===== config.mk =====
export PLATFORM = sky130hd
export DESIGN_NAME = multi_click_key_detector_flat
export DESIGN_NICKNAME = d
export VERILOG_FILES = /design/src/hdl/mckd_pkg.sv /design/src/hdl/mckd_intf.sv /design/src/hdl/mckd_cfg_regs.sv /design/src/hdl/mckd_key_cell.sv /design/src/hdl/multi_click_key_detector.sv /design/src/flat_wrapper.sv
export SDC_FILE = /design/constraint.sdc
export NUM_CORES = 2
export LEC_CHECK = 0
export ABC_AREA = 1
export BUFFER_PORTS_ARGS = -buffer_cell sky130_fd_sc_hd__buf_4
export CELL_PAD_IN_SITES_DETAIL_PLACEMENT = 1
export CELL_PAD_IN_SITES_GLOBAL_PLACEMENT = 1
export CORE_UTILIZATION = 40
export DETAILED_ROUTE_END_ITERATION = 8
export HOLD_SLACK_MARGIN = 0.12
export PLACE_DENSITY = 0.71
export SYNTH_ARGS = -nofsm -noshare
export SYNTH_HDL_FRONTEND = slang
export SYNTH_SLANG_ARGS = --single-unit

===== constraint.sdc =====
create_clock -name clk -period 5.16 [get_ports clk]
set_clock_uncertainty 0.1 [all_clocks]
set_input_delay 1.032 -clock clk [delete_from_list [all_inputs] [get_ports clk]]
set_output_delay 1.032 -clock clk [all_outputs]
set_load 0.01 [all_outputs]

===== src/hdl/mckd_pkg.sv =====
// ----------------------------------------------------------------------------
// mckd_pkg
// Shared constants and types of the multi-click key detector.
// ----------------------------------------------------------------------------
`default_nettype none

package mckd_pkg;

    localparam int NUM_KEYS  = 5;
    localparam int NOW_W     = 32;
    localparam int LEVELS_W  = 5;
    localparam int CODE_W    = 3;
    localparam int CODES_W   = 15;
    localparam int CFG_IDX_W = 2;
    localparam int CFG_DAT_W = 16;

    // Register indexes of the configuration port.
    localparam logic [CFG_IDX_W-1:0] REG_DEBOUNCE   = 2'd0;
    localparam logic [CFG_IDX_W-1:0] REG_LONG_PRESS = 2'd1;
    localparam logic [CFG_IDX_W-1:0] REG_CLICK_GAP  = 2'd2;

    localparam logic [CFG_DAT_W-1:0] DEBOUNCE_RST   = 16'd10;
    localparam logic [CFG_DAT_W-1:0] LONG_PRESS_RST = 16'd500;
    localparam logic [CFG_DAT_W-1:0] CLICK_GAP_RST  = 16'd50;

    typedef struct packed {
        logic [CFG_DAT_W-1:0] debounce_ms;
        logic [CFG_DAT_W-1:0] long_press_ms;
        logic [CFG_DAT_W-1:0] click_gap_ms;
    } cfg_t;

endpackage

`default_nettype wire


===== src/hdl/mckd_intf.sv =====
// ----------------------------------------------------------------------------
// mckd interfaces
// Valid/ready channels for key samples, key codes and register writes.
// ----------------------------------------------------------------------------
`default_nettype none

interface mckd_sample_if;
    import mckd_pkg::*;
    logic                valid;
    logic                ready;
    logic [NOW_W-1:0]    now_ms;
    logic [LEVELS_W-1:0] key_levels;
    modport source (output valid, output now_ms, output key_levels, input ready);
    modport sink   (input valid, input now_ms, input key_levels, output ready);
endinterface

interface mckd_code_if;
    import mckd_pkg::*;
    logic               valid;
    logic               ready;
    logic [CODES_W-1:0] key_codes;
    modport source (output valid, output key_codes, input ready);
    modport sink   (input valid, input key_codes, output ready);
endinterface

interface mckd_cfg_if;
    import mckd_pkg::*;
    logic                 valid;
    logic                 ready;
    logic [CFG_IDX_W-1:0] index;
    logic [CFG_DAT_W-1:0] data;
    modport source (output valid, output index, output data, input ready);
    modport sink   (input valid, input index, input data, output ready);
endinterface

`default_nettype wire


===== src/hdl/mckd_cfg_regs.sv =====
// ----------------------------------------------------------------------------
// mckd_cfg_regs
// Timing threshold registers written through the configuration channel.
// ----------------------------------------------------------------------------
`default_nettype none

module mckd_cfg_regs (
    input  wire logic   clk,
    input  wire logic   rst_n,
    mckd_cfg_if.sink    cfg,
    output mckd_pkg::cfg_t cfg_vals
);
    import mckd_pkg::*;

    cfg_t cfg_reg;
    cfg_t cfg_next;

    assign cfg.ready = 1'b1;
    assign cfg_vals  = cfg_reg;

    always_comb
    begin
        cfg_next = cfg_reg;
        if (cfg.valid)
        begin
            unique case (cfg.index)
                REG_DEBOUNCE:   cfg_next.debounce_ms   = cfg.data;
                REG_LONG_PRESS: cfg_next.long_press_ms = cfg.data;
                REG_CLICK_GAP:  cfg_next.click_gap_ms  = cfg.data;
                default:        cfg_next = cfg_reg;
            endcase
        end
    end

    always_ff @(posedge clk or negedge rst_n)
    begin
        if (!rst_n)
        begin
            cfg_reg.debounce_ms   <= DEBOUNCE_RST;
            cfg_reg.long_press_ms <= LONG_PRESS_RST;
            cfg_reg.click_gap_ms  <= CLICK_GAP_RST;
        end
        else
        begin
            cfg_reg <= cfg_next;
        end
    end

endmodule

`default_nettype wire


===== src/hdl/mckd_key_cell.sv =====
// ----------------------------------------------------------------------------
// mckd_key_cell
// State and update logic of one key: debounce, long press, click counting.
// ----------------------------------------------------------------------------
`default_nettype none

module mckd_key_cell (
    input  wire logic                        clk,
    input  wire logic                        rst_n,
    input  wire logic                        en,
    input  wire logic [mckd_pkg::NOW_W-1:0]  now_ms,
    input  wire logic                        pressed,
    input  wire mckd_pkg::cfg_t              cfg_vals,
    output logic      [mckd_pkg::CODE_W-1:0] code_next
);
    import mckd_pkg::*;

    localparam logic [1:0] PH_IDLE     = 2'd0;
    localparam logic [1:0] PH_DEBOUNCE = 2'd1;
    localparam logic [1:0] PH_HELD     = 2'd2;
    localparam logic [1:0] PH_LONG     = 2'd3;

    localparam logic [CODE_W-1:0] EV_SINGLE = 3'd1;
    localparam logic [CODE_W-1:0] EV_LONG   = 3'd2;
    localparam logic [CODE_W-1:0] EV_DOUBLE = 3'd3;
    localparam logic [CODE_W-1:0] EV_TRIPLE = 3'd4;

    localparam logic [3:0] COUNT_MAX = 4'd15;

    logic [1:0]        phase_reg,   phase_next;
    logic [NOW_W-1:0]  press_reg,   press_next;
    logic [NOW_W-1:0]  release_reg, release_next;
    logic [3:0]        count_reg,   count_next;
    logic [CODE_W-1:0] code_reg;

    logic [NOW_W-1:0] since_press;
    logic [NOW_W-1:0] since_release;

    assign since_press = now_ms - press_reg;

    always_comb
    begin
        phase_next   = phase_reg;
        press_next   = press_reg;
        release_next = release_reg;
        count_next   = count_reg;
        code_next    = code_reg;

        if (pressed)
        begin
            unique case (phase_reg)
                PH_IDLE:
                begin
                    press_next = now_ms;
                    phase_next = PH_DEBOUNCE;
                end
                PH_DEBOUNCE:
                begin
                    if (since_press >= {16'd0, cfg_vals.debounce_ms})
                    begin
                        press_next = now_ms;
                        phase_next = PH_HELD;
                    end
                end
                PH_HELD:
                begin
                    if (since_press >= {16'd0, cfg_vals.long_press_ms})
                    begin
                        phase_next = PH_LONG;
                        code_next  = EV_LONG;
                        count_next = 4'd0;
                    end
                end
                default:
                begin
                    phase_next = phase_reg;
                end
            endcase
        end
        else
        begin
            if (phase_reg == PH_HELD)
            begin
                release_next = now_ms;
                if (count_reg != COUNT_MAX)
                begin
                    count_next = count_reg + 4'd1;
                end
            end
            phase_next = PH_IDLE;
        end

        // The gap check sees the release stamp and count of this same sample.
        since_release = now_ms - release_next;
        if ((count_next != 4'd0) && (since_release >= {16'd0, cfg_vals.click_gap_ms}))
        begin
            case (count_next)
                4'd1:    code_next = EV_SINGLE;
                4'd2:    code_next = EV_DOUBLE;
                4'd3:    code_next = EV_TRIPLE;
                default: code_next = code_next;
            endcase
            count_next = 4'd0;
            phase_next = PH_IDLE;
        end
    end

    always_ff @(posedge clk or negedge rst_n)
    begin
        if (!rst_n)
        begin
            phase_reg   <= PH_IDLE;
            press_reg   <= '0;
            release_reg <= '0;
            count_reg   <= '0;
            code_reg    <= '0;
        end
        else if (en)
        begin
            phase_reg   <= phase_next;
            press_reg   <= press_next;
            release_reg <= release_next;
            count_reg   <= count_next;
            code_reg    <= code_next;
        end
    end

endmodule

`default_nettype wire


===== src/hdl/multi_click_key_detector.sv =====
// ----------------------------------------------------------------------------
// multi_click_key_detector
// Per-key debounce, long-press and multi-click detection on sampled levels.
// ----------------------------------------------------------------------------
// Usage:
//   samples : one transaction per millisecond sample, carrying now_ms and
//             key_levels (active low, one bit per key).
//   codes   : one transaction per sample, carrying key_codes with three bits
//             per key (0 none, 1 single, 2 long, 3 double, 4 triple).
//   cfg     : register writes (0 debounce, 1 long press, 2 click gap), always
//             ready; write only while no sample is in flight.
//   A sample lands in the input register. When the output register is empty or
//   being read, the key cells update and the output register loads on the same
//   edge. One sample per cycle is sustained while codes.ready stays high; the
//   rate is set by the single pass through the key cell update logic.
//   When the codes receiver stalls, the output register holds its result and
//   an empty input register takes one more sample; then samples.ready drops.
//   Reset restores the default thresholds (10, 500, 50 ms), returns every key
//   to idle with no clicks pending and no code, and empties both registers.
// ----------------------------------------------------------------------------
`default_nettype none

module multi_click_key_detector (
    input  wire logic  clk,
    input  wire logic  rst_n,
    mckd_sample_if.sink samples,
    mckd_code_if.source codes,
    mckd_cfg_if.sink    cfg
);
    import mckd_pkg::*;

    cfg_t cfg_vals;

    logic                in_valid_reg, in_valid_next;
    logic [NOW_W-1:0]    in_now_reg;
    logic [LEVELS_W-1:0] in_levels_reg;
    logic                out_valid_reg, out_valid_next;
    logic [CODES_W-1:0]  out_codes_reg, codes_next;

    logic in_take;
    logic advance;

    logic [CODE_W-1:0] key_code [NUM_KEYS];

    assign advance       = in_valid_reg && (!out_valid_reg || codes.ready);
    assign samples.ready = !in_valid_reg || advance;
    assign in_take       = samples.valid && samples.ready;

    assign codes.valid     = out_valid_reg;
    assign codes.key_codes = out_codes_reg;

    mckd_cfg_regs u_cfg (
        .clk      (clk),
        .rst_n    (rst_n),
        .cfg      (cfg),
        .cfg_vals (cfg_vals)
    );

    for (genvar k = 0; k < NUM_KEYS; k++)
    begin : g_key
        mckd_key_cell u_cell (
            .clk       (clk),
            .rst_n     (rst_n),
            .en        (advance),
            .now_ms    (in_now_reg),
            .pressed   (!in_levels_reg[k]),
            .cfg_vals  (cfg_vals),
            .code_next (key_code[k])
        );
    end

    always_comb
    begin
        codes_next = '0;
        for (int k = 0; k < NUM_KEYS; k++)
        begin
            codes_next[CODE_W*k +: CODE_W] = key_code[k];
        end
    end

    always_comb
    begin
        if (in_take)
        begin
            in_valid_next = 1'b1;
        end
        else if (advance)
        begin
            in_valid_next = 1'b0;
        end
        else
        begin
            in_valid_next = in_valid_reg;
        end

        if (advance)
        begin
            out_valid_next = 1'b1;
        end
        else if (codes.ready)
        begin
            out_valid_next = 1'b0;
        end
        else
        begin
            out_valid_next = out_valid_reg;
        end
    end

    always_ff @(posedge clk or negedge rst_n)
    begin
        if (!rst_n)
        begin
            in_valid_reg  <= 1'b0;
            out_valid_reg <= 1'b0;
        end
        else
        begin
            in_valid_reg  <= in_valid_next;
            out_valid_reg <= out_valid_next;
        end
    end

    always_ff @(posedge clk)
    begin
        if (in_take)
        begin
            in_now_reg    <= samples.now_ms;
            in_levels_reg <= samples.key_levels;
        end
        if (advance)
        begin
            out_codes_reg <= codes_next;
        end
    end

endmodule

`default_nettype wire


===== src/flat_wrapper.sv =====
// flat-port wrapper written by rule: the top's interface ports become plain ports
module multi_click_key_detector_flat import mckd_pkg::*;
  (clk, rst_n, samples_valid, samples_now_ms, samples_key_levels, samples_ready, codes_valid, codes_key_codes, codes_ready, cfg_valid, cfg_index, cfg_data, cfg_ready);
  mckd_sample_if samples_i ();
  mckd_code_if codes_i ();
  mckd_cfg_if cfg_i ();
  input  wire logic clk;
  input  wire logic rst_n;
  input wire logic [$bits(samples_i.valid)-1:0] samples_valid;
  input wire logic [$bits(samples_i.now_ms)-1:0] samples_now_ms;
  input wire logic [$bits(samples_i.key_levels)-1:0] samples_key_levels;
  output wire logic [$bits(samples_i.ready)-1:0] samples_ready;
  output wire logic [$bits(codes_i.valid)-1:0] codes_valid;
  output wire logic [$bits(codes_i.key_codes)-1:0] codes_key_codes;
  input wire logic [$bits(codes_i.ready)-1:0] codes_ready;
  input wire logic [$bits(cfg_i.valid)-1:0] cfg_valid;
  input wire logic [$bits(cfg_i.index)-1:0] cfg_index;
  input wire logic [$bits(cfg_i.data)-1:0] cfg_data;
  output wire logic [$bits(cfg_i.ready)-1:0] cfg_ready;
  assign samples_i.valid = samples_valid;
  assign samples_i.now_ms = samples_now_ms;
  assign samples_i.key_levels = samples_key_levels;
  assign samples_ready = samples_i.ready;
  assign codes_valid = codes_i.valid;
  assign codes_key_codes = codes_i.key_codes;
  assign codes_i.ready = codes_ready;
  assign cfg_i.valid = cfg_valid;
  assign cfg_i.index = cfg_index;
  assign cfg_i.data = cfg_data;
  assign cfg_ready = cfg_i.ready;
  multi_click_key_detector u_core (.clk(clk), .rst_n(rst_n), .samples(samples_i), .codes(codes_i), .cfg(cfg_i));
endmodule

==> reports/metrics.yaml <==
ir_drop_v: 0.000361
dp_hpwl_um: 175000
hold_violations: 0
drt_iter0_drc: 4041
wl_per_cell_um: 23.1
coreArea_sq_um: 120000
start_kind: "register"
synth-seq-cells: 467
clockBufferDepth: 3
die_h_um: 351
switching_share_pct: 55.1
rows: 127
p_int_mw: 17.5
r2r_setup_slack_ns: 0.12
hold_class: "input port to asynchronous set/reset pin"
final_util_pct: 45.3
cp.arrival_ns: 5.35
whs_ns: 0.318
postCtsHoldBufs: 0
crit_slowest_cell: "xor2_1"
layout.nets: 8504
yosysSeqAreaShare_pct: 24.5
clk_latency_ns: 0.71
instances_no_fill: 9534
setup-violations-final: 0
tightestPinTransition_ns: 1.20
grt_pass1_vias: 51500
slew_violations: 0
via_per_inst: 5.42
critPathTopFamily: "simple AND/OR/NAND/NOR gates"
cts_tree: "built"
pwr-share-comb_pct: 72.2
grt_usage_pct: 35.3
endpoint_kind: "register"
grt_max_degree: 96
finalCritPeriodShare_pct: 97.6
dieArea_sq_um: 123000
timing.fmax_mhz: 199
clkSinkCount: 467
clk_pin_slew_ns: 0.07
initial_core_util_pct: 40.5
synthFlopType: "dfrtp_1"
cts_made_buffers: 61
p_leak_nw: 29.2
crit_chain: "buf_4, ha_1, nand2_1, nand2_1, nand2_1, nand2_1, nand3b_1, xor2_1, ha_1, a21oi_1, nor3_1, a211oi_1, nand2_1, a21oi_1, buf_4, nand3_1, nand3_2, nand2_2, nand2_4, nor2_4, a21oi_4, nand3_1, and2_1"
dp.cells: 9407
vias: 51700
synth_area_sq_um: 48800
grt_overflow: 0
status: "completed"
first_pass_iters: 6
worst-path-buf-inv: 2
grt_setup_unrepaired: "false"
ys_async_sr_fraction_pct: 88.9
p_switching_mw: 21.5
ctsHtreeMaxLevel: 2
globalplace.congestion: 0.971
seqCellArea_sq_um: 12000
ant_nets: 0
grt_pass1_wl_um: 323000
cpPeakStageDelay_ns: 0.58
yosysWarnings: 0
final_common_cell: "nand2_1"
area_growth_pct: 11.9
drive_gt1_share_pct: 7.16
seqPwrFrac_pct: 15.6
pre_cts_slack_ns: 0.147
crit_top_cell: "nand2_1"
max_cap_violations: 0
path_max_fanout: 10
cts_root_buffer: "clkbuf_16"
portBuffers: 76
synth_edf_count: 52
final_cell_mix: "nand2_1 (2599), inv_1 (1254), o21ai_0 (611)"
r2r_end: "u_core.codes.key_codes[14]"
syn_area_per_cell_sq_um: 6.35
grt_antenna_before_repair: 23
synthCells: 7679
ys_types: 60
fillerInstances: 16200
rr_startpoint: "u_core.in_now_reg[6]"
multi_input_area_sq_um: 31400
p_clk_share_pct: 12.2
wirelength_um: 220000
tns_ns: 0
reg2reg_depth: 23
ios: 78
p_per_area_nw_per_um2: 716
critical_path_class: "register to register"
synth_nets: 8319
die-width_um: 351
required_ns: 5.48
slew_headroom_pct: 19.9
fin_crit_ns: 5.04
setup_ws_ns: 0.124
route.detailed.drc: 0
## cells in the mapped netlist (all sizes together), types with 44 or more instances
master,instances,area [sq um]
edfxtp,52,1560
a21oi,372,1890
ha,570,7130
inv,1276,4790
o21ai,672,3500
nor2,523,2050
dfrtp,404,10100
nor3,79,405
nand2,2666,10200
xor2,154,1350
nand4,94,588
xnor2,44,385
clkbuf,83,312
buf,44,274
nand3,343,1760
## worst max path at each step
stage / startpoint / to / slack (ns) / cells past startpoint
2_1_floorplan: u_core.g_key[3].u_cell.phase_reg[0] / u_core.codes.key_codes[10] / 0.67 / 26
4_1_cts: u_core.g_key[3].u_cell.phase_reg[0] / u_core.codes.key_codes[11] / 0.04 / 22
3_3_place_gp: u_core.in_now_reg[0] / u_core.codes.key_codes[9] / 0.26 / 20
5_1_grt: u_core.in_now_reg[6] / u_core.codes.key_codes[14] / 0.009 / 26
6_report: u_core.in_now_reg[6] / u_core.codes.key_codes[14] / 0.12 / 23
3_5_place_dp: u_core.g_key[4].u_cell.phase_reg[0] / u_core.codes.key_codes[14] / 0.15 / 23
## per-stage QoR
step | power, mW | cell area [sq um]
5_1_grt | 42.8 | 54600
3_3_place_gp | 32.8 | 52200
6_report | 39.1 | 54600
2_1_floorplan | 25.0 | 48800
3_5_place_dp | 33.7 | 52200
4_1_cts | 38.7 | 54400
## cell type report
type / instances / area share (%)
Multi-Input combinational cell: 5778 / 57.6
Inverter: 1307 / 9.03
Timing Repair Buffer: 249 / 3.75
Sequential cell: 467 / 21.9
Antenna cell: 6 / 0.0275
Clock buffer: 72 / 2.98
Tap cell: 1612 / 3.70
Clock inverter: 43 / 0.997
## power groups by stage
stage	Clock, mW	Sequential [mW]	Combinational [mW]
5_1_grt	4.93	6.23	31.6
3_5_place_dp	0	6.09	27.6
4_1_cts	4.82	6.06	27.8
6_report	4.76	6.09	28.2
3_3_place_gp	0	6.03	26.8
2_1_floorplan	0	5.82	19.2
## metal layers
layer | share of wire, % | wire length [um] | up-vias | global-route usage, %
li1 | - | - | 24800 | -
met1 | 46 | 101000 | 25200 | 48.5
met3 | 6.3 | 13900 | 349 | 5.31
met2 | 44 | 96000 | 1315 | 55.7
met5 | 0.036 | 80 | - | 0
met4 | 4.1 | 8930 | 10 | 12.8
## kinds of logic after synthesis
| family | after synthesis | share of synthesized area (%) |
|---|---|---|
| flops | 467 | 24.5 |
| simple gates | 3795 | 32.1 |
| other cells | 1 | 0.00769 |
| buf+inv | 1434 | 11.3 |
| xor+xnor | 198 | 3.55 |
| compound gates | 1204 | 13.6 |
| fa+ha+maj | 580 | 15.0 |
## repair_timing
item,CTS,global route
gates resized for setup,0,32
hold endpoints to repair,0,0
setup endpoints to repair,0,76
setup buffers,0,6
Power figures use the tool's default switching activity.
